===== src/rtl/core/rapm_pkg.sv =====
`default_nettype none
package rapm_pkg;
    localparam int COORD_WIDTH_DEF = 62;
    localparam int FIELD_W         = 62;
    localparam int IN_DATA_W       = 128;
    localparam int IN_USER_W       = 3;
    localparam int OUT_DATA_W      = 192;
    localparam int PERIM_W         = 63;
    localparam int SQRT_STEPS      = 64;
    localparam int NUM_SQ_OPS      = 6;
    localparam int NUM_ALL_OPS     = 12;

    localparam logic [1:0] ROLE_OPEN     = 2'd0;
    localparam logic [1:0] ROLE_EXTERIOR = 2'd1;
    localparam logic [1:0] ROLE_INTERIOR = 2'd2;

    localparam logic [PERIM_W-1:0] PERIM_MAX = {PERIM_W{1'b1}};

    typedef enum logic [3:0] {
        MOP_SQ_X00, MOP_SQ_X01, MOP_SQ_X11,
        MOP_SQ_Y00, MOP_SQ_Y01, MOP_SQ_Y11,
        MOP_AR_P00, MOP_AR_P01, MOP_AR_P10,
        MOP_AR_N00, MOP_AR_N01, MOP_AR_N10
    } t_mop;

    typedef struct packed {
        logic load;
        logic setup_open;
        logic setup_close;
        logic mop_valid;
        t_mop mop;
        logic sqrt_start;
        logic perim_add;
        logic advance;
        logic fin_area;
        logic fin_emit;
    } t_dp_cmd;

    typedef struct packed {
        logic cc_zero;
        logic cc_full;
        logic ring_end;
        logic closed;
        logic sqrt_done;
        logic out_free;
    } t_dp_sts;
endpackage
`default_nettype wire


===== src/rtl/core/rapm_ctrl.sv =====
`default_nettype none
module rapm_ctrl import rapm_pkg::*; (
    input  wire logic    i_clk,
    input  wire logic    i_rst_n,
    input  wire logic    i_in_valid,
    output logic         o_in_ready,
    output t_dp_cmd      o_cmd,
    input  wire t_dp_sts i_sts
);
    typedef enum logic [3:0] {
        S_IDLE, S_SETUP_OPEN, S_SETUP_CLOSE, S_MUL, S_DRAIN, S_SQRT_GO,
        S_SQRT_WAIT, S_PERIM, S_ADVANCE, S_RCHK, S_FIN_AREA, S_FIN_EMIT
    } t_state;

    t_state     r_state, n_state;
    logic [3:0] r_step, n_step;
    logic       r_closing, n_closing;
    logic       r_ready;
    logic       last_op;

    assign last_op = r_closing ? (r_step == 4'(NUM_SQ_OPS - 1))
                               : (r_step == 4'(NUM_ALL_OPS - 1));

    always_comb begin
        n_state   = r_state;
        n_step    = r_step;
        n_closing = r_closing;
        case (r_state)
            S_IDLE: begin
                if (i_in_valid && r_ready) begin
                    n_state = i_sts.cc_zero ? S_ADVANCE : S_SETUP_OPEN;
                end
            end
            S_SETUP_OPEN: begin
                n_step = '0; n_closing = 1'b0; n_state = S_MUL;
            end
            S_SETUP_CLOSE: begin
                n_step = '0; n_closing = 1'b1; n_state = S_MUL;
            end
            S_MUL: begin
                if (last_op) n_state = S_DRAIN;
                else n_step = r_step + 4'd1;
            end
            S_DRAIN:     n_state = S_SQRT_GO;
            S_SQRT_GO:   n_state = S_SQRT_WAIT;
            S_SQRT_WAIT: if (i_sts.sqrt_done) n_state = S_PERIM;
            S_PERIM:     n_state = r_closing ? S_FIN_AREA : S_ADVANCE;
            S_ADVANCE:   n_state = S_RCHK;
            S_RCHK: begin
                if (!i_sts.ring_end) n_state = S_IDLE;
                else if (i_sts.closed && i_sts.cc_full) n_state = S_SETUP_CLOSE;
                else n_state = S_FIN_AREA;
            end
            S_FIN_AREA:  n_state = S_FIN_EMIT;
            S_FIN_EMIT:  if (i_sts.out_free) n_state = S_IDLE;
            default:     n_state = S_IDLE;
        endcase
    end

    always_ff @(posedge i_clk) begin
        if (!i_rst_n) begin
            r_state   <= S_IDLE;
            r_step    <= '0;
            r_closing <= 1'b0;
            r_ready   <= 1'b0;
        end else begin
            r_state   <= n_state;
            r_step    <= n_step;
            r_closing <= n_closing;
            r_ready   <= (n_state == S_IDLE) && !(r_state == S_IDLE && i_in_valid && r_ready);
        end
    end

    always_comb begin
        o_cmd             = '0;
        o_cmd.mop         = t_mop'(r_step);
        o_cmd.load        = (r_state == S_IDLE) && i_in_valid && r_ready;
        o_cmd.setup_open  = (r_state == S_SETUP_OPEN);
        o_cmd.setup_close = (r_state == S_SETUP_CLOSE);
        o_cmd.mop_valid   = (r_state == S_MUL);
        o_cmd.sqrt_start  = (r_state == S_SQRT_GO);
        o_cmd.perim_add   = (r_state == S_PERIM);
        o_cmd.advance     = (r_state == S_ADVANCE);
        o_cmd.fin_area    = (r_state == S_FIN_AREA);
        o_cmd.fin_emit    = (r_state == S_FIN_EMIT) && i_sts.out_free;
    end

    assign o_in_ready = r_ready;
endmodule
`default_nettype wire


===== config.mk =====
export PLATFORM = sky130hd
export DESIGN_NAME = rapm_ctrl
export DESIGN_NICKNAME = d
export VERILOG_FILES = /design/src/rtl/core/rapm_pkg.sv /design/src/rtl/core/rapm_ctrl.sv
export SDC_FILE = /design/constraint.sdc
export NUM_CORES = 1
export LEC_CHECK = 0
export BUFFER_PORTS_ARGS = -buffer_cell sky130_fd_sc_hd__buf_2
export CAP_MARGIN = 20
export CORE_MARGIN = 5
export CORE_UTILIZATION = 48
export CTS_CLUSTER_SIZE = 24
export DETAILED_ROUTE_END_ITERATION = 8
export PLACE_DENSITY_LB_ADDON = 0.2
export SLEW_MARGIN = 20
export SYNTH_ARGS = -nofsm -noshare
export SYNTH_HDL_FRONTEND = slang
export SYNTH_SLANG_ARGS = --single-unit
export TNS_END_PERCENT = 10

===== constraint.sdc =====
create_clock -name i_clk -period 1.55 [get_ports i_clk]
set_input_delay 0.155 -clock i_clk [delete_from_list [all_inputs] [get_ports i_clk]]
set_output_delay 0.155 -clock i_clk [all_outputs]
set_load 0.005 [all_outputs]

==> reports/summary.txt <==
LOGIC SYNTHESIS
-----------------------------------------------------------------------------------------------------
Mean post-synth cell area                                                                    7.63 µm²
Proportion of synthesized chip area in sequential cells                                         29.5%
Cell area after synthesis                                                                     679 µm²
Area share of the largest cell type after synthesis                                             29.5%
Cells after synthesis                                                                              89
Main combinational cell family by area after synthesis                                   simple AND/OR/NAND/NOR gates
Area fraction in and, or, nand and nor cells after synthesis                                    33.7%
Seq cells post-synth                                                                               10
Cell type with the largest total area after synthesis                                         dfxtp_1
Post-synthesis compound-gate area fraction                                                      24.3%
Top cells by area in the synthesized netlist                                             dfxtp_1, nor2_1, a21oi_1
Synthesized netlist net count                                                                      99
Warnings from Yosys                                                                                 0
Proportion of synthesized area in mux cells                                                        0%
Post-synthesis share of cell area spent on full adders, half adders and majority gates          1.84%
Xor-xnor portion of the synthesized cell area                                                   2.58%
Post-synthesis cell type count                                                                     34

SETUP PATH
-----------------------------------------------------------------------------------------------------
Endpoint of the most critical register-to-register path                                  r_state[2]$_SDFF_PN0_
Worst setup slack for register-to-register paths                                                80 ps
Data required time at the worst endpoint                                                      1390 ps
Largest incremental delay on the critical path                                                 360 ps
Cells along the critical path                                                            or2_1 > buf_4 > nor2_2 > buf_2
Slowest-stage cell, CP                                                                        dfxtp_2
Reg2Reg Depth                                                                                       5
Arrival time at the worst endpoint                                                            1310 ps
Beginning of the worst register-to-register path                                         r_step[1]$_SDFFE_PN0P_
Element type at the critical path end                                                    primary output
Critical path startpoint category                                                           flip-flop
Maximum net fanout on the critical path                                                             8
Worst setup path class                                                                     reg -> out

TIMING
-----------------------------------------------------------------------------------------------------
Maximum clock frequency                                                                     0.681 GHz
Number of endpoints with negative hold slack in the final report                                    0
Tmin final                                                                                    1470 ps
Number of failing setup endpoints in the final timing report                                        0
Worst hold slack after final layout                                                            162 ps
Unrepaired setup endpoints after global routing                                                    no
Worst clock skew on the final layout                                                          8.49 ps
Final cycle utilization of the critical path                                                    94.8%
Slew of the pin with the lowest slew margin                                                    241 ps
Setup TNS                                                                                        0 ps
Max Slew Vio Count                                                                                  0
Relative slew margins                                                                           83.9%

OUTCOME
-----------------------------------------------------------------------------------------------------
Status                                                                                      completed

GLOBAL ROUTE
-----------------------------------------------------------------------------------------------------
Initial antenna violation count                                                                     0
Congestion Overflow GR                                                                              0
First-pass GRT wire length                                                                    2.79 mm
GRT Resource Usage Total                                                                        17.8%
Maximum number of pins on one net before global-route repair                                       10
Vias in the first global route                                                                    650

CELLS AND AREA
-----------------------------------------------------------------------------------------------------
Final nets                                                                                        131
Final-layout fill cell count                                                                      121
Inserted Diodes                                                                                     0
Commonest cells after routing, fill and taps aside                                       buf_2, nor2_1, buf_4, nand2_1, a21oi_1
Synth-to-layout area growth                                                                     34.8%
Final instance area                                                                           916 µm²
Most common library cell in the layout ignoring fill and taps                                   buf_2
Layout cell share with drive strength beyond 1                                                  44.5%
Sequential cell area                                                                          206 µm²
Area of combinational cells with multiple inputs                                              464 µm²

FLOORPLANNING
-----------------------------------------------------------------------------------------------------
DIE WIDTH                                                                                     47.6 µm
Chip Height                                                                                   47.6 µm
Total Die Area                                                                            0.00227 mm²
Initial standard-cell utilization of the core                                                   51.6%
Row count                                                                                          13
Placeable Area                                                                            0.00132 mm²
I/O pins                                                                                           23

ROUTING
-----------------------------------------------------------------------------------------------------
DRC errors left                                                                                     0
Post-detailed-routing wire length                                                             1.85 mm
Per-cell routed wire length                                                                   13.8 µm
Vias after detailed routing                                                                       765
First-pass detailed-route iteration total                                                           5
Number of DRC markers in iteration 0                                                               19
Number of antenna-violating nets in the routed design                                               0
Avg Vias per Cell                                                                                5.71

CLOCKING
-----------------------------------------------------------------------------------------------------
Root Buffer                                                                                  clkbuf_4
Clock Path Buffers                                                                                  2
Clock slew at reported path FFs                                                                 60 ps
Clock tree from TritonCTS                                                                         yes
Clock sink total                                                                                   10
Number of H-tree levels                                                                             1
Clock buffer count from CTS                                                                         3
Clk Latency, worst-skew pair                                                                   270 ps

PLACE
-----------------------------------------------------------------------------------------------------
Post-Place Cell Area                                                                          840 µm²
Count of port buffers added during placement                                                       22
Global placement routability congestion                                                         0.888
HPWL after DPL                                                                                1.35 mm

HOLD PATH
-----------------------------------------------------------------------------------------------------
Hold wc startpoint                                                                           i_sts[5]
Hold/Removal Path Class                                                                     in -> reg
Worst hold path endpoint                                                                 r_state[3]$_SDFF_PN0_
Depth of the worst hold-timing path                                                                 3

POWER
-----------------------------------------------------------------------------------------------------
Leak pwr                                                                                     0.421 nW
Power per unit of standard cell area                                                      1220 mW/mm²
VDD IR-drop max                                                                            0.000998 V

FLOW RUN
-----------------------------------------------------------------------------------------------------
Max-cap violations                                                                                  0

## cell type report
type	instances	area share, %
timing repair buffer	32	20.2
clock buffer	3	2.46
multi-input combinational	69	50.7
inverter	5	2.05
tap	15	2.05
sequential	10	22.5
## per-stage QoR
step	util [%]	setup slack (ps)	power, mW	instances
2_1_floorplan	-	210	0.691	89
3_3_place_gp	63.7	74.8	0.837	130
3_5_place_dp	63.7	-30.3	0.849	130
4_1_cts	65.6	5.10	1.03	133
5_1_grt	69.5	3.14	1.20	134
6_report	69.5	81.0	1.12	134
## repair_timing
item                                    CTS  global route
endpoints found under the setup margin    1             4
pin swaps                                 0             4
gates resized for setup                   1            13
buffers inserted                          0             1
gates cloned                              0             0
hold buffers                              0             0
## power breakdown
part | internal [mW] | switching [mW] | total (mW)
clock network | 0.0897 | 0.0902 | 0.180
logic | 0.271 | 0.303 | 0.573
registers | 0.307 | 0.0608 | 0.368
## synth_stat cells
cell type	instances
nor2_1	12
dfxtp_1	10
nand2_1	7
a21oi_1	6
inv_1	5
and2_1	4
o21ai_0	4
nand2b_1	3
nor2b_1	3
o21ai_1	3
and4bb_1	2
buf_2	2
buf_4	2
nand3_1	2
nor3_1	2
o211ai_1	2
or3_1	2
xor2_1	2
a21boi_0	1
a21oi_2	1
a2bb2oi_2	1
a31oi_1	1
a32oi_1	1
and3_1	1
buf_6	1
ha_1	1
nand4_1	1
nor2_2	1
nor4_2	1
o2111ai_1	1
o21ai_2	1
o221ai_1	1
o22ai_2	1
or2_1	1
## layer usage
layer | track usage [%] | part of all wire (%) | wire, µm
met5 | 0 | 0 | 0
met4 | 6.45 | 2.3 | 43
met3 | 5.64 | 7.5 | 139
met2 | 26.2 | 45 | 841
met1 | 24.3 | 45 | 829
## kinds of logic (layout without fill, tap and decap cells)
kind of cell,Yosys count,count (layout)
XOR/XNOR,2,2
AND/OR/NAND/NOR,42,42
adder cells (fa/ha/maj),1,1
AO/OA/AOI/OAI,24,24
flip-flops,10,10
buffers and inverters,10,40
## sequential cells by signal, summed over array words and instances (netlist names)
register    cells
r_state         4
r_step          4
o_in_ready      1
r_closing       1
## critical path: cells and delay by family (launching register included)
| family | cells | cell delay [ps] |
|---|---|---|
| simple gates | 2 | 390 |
| buf+inv | 2 | 290 |
| flops | 1 | 360 |
## worst max-delay path by stage
| stage | slack, ps | endpoint | start |
|---|---|---|---|
| global placement | 70 | o_in_ready$_SDFF_PN0_ | r_state[2]$_SDFF_PN0_ |
| finish | 80 | o_cmd[9] | r_state[2]$_SDFF_PN0_ |
| global route | 3 | o_in_ready$_SDFF_PN0_ | r_step[1]$_SDFFE_PN0P_ |
| detailed placement | -30 | o_in_ready$_SDFF_PN0_ | r_state[2]$_SDFF_PN0_ |
| floorplan | 210 | r_state[2]$_SDFF_PN0_ | r_step[3]$_SDFFE_PN0P_ |
| CTS | 5 | o_in_ready$_SDFF_PN0_ | r_step[3]$_SDFFE_PN0P_ |
Note: power is estimated with default switching activity, not from simulation.
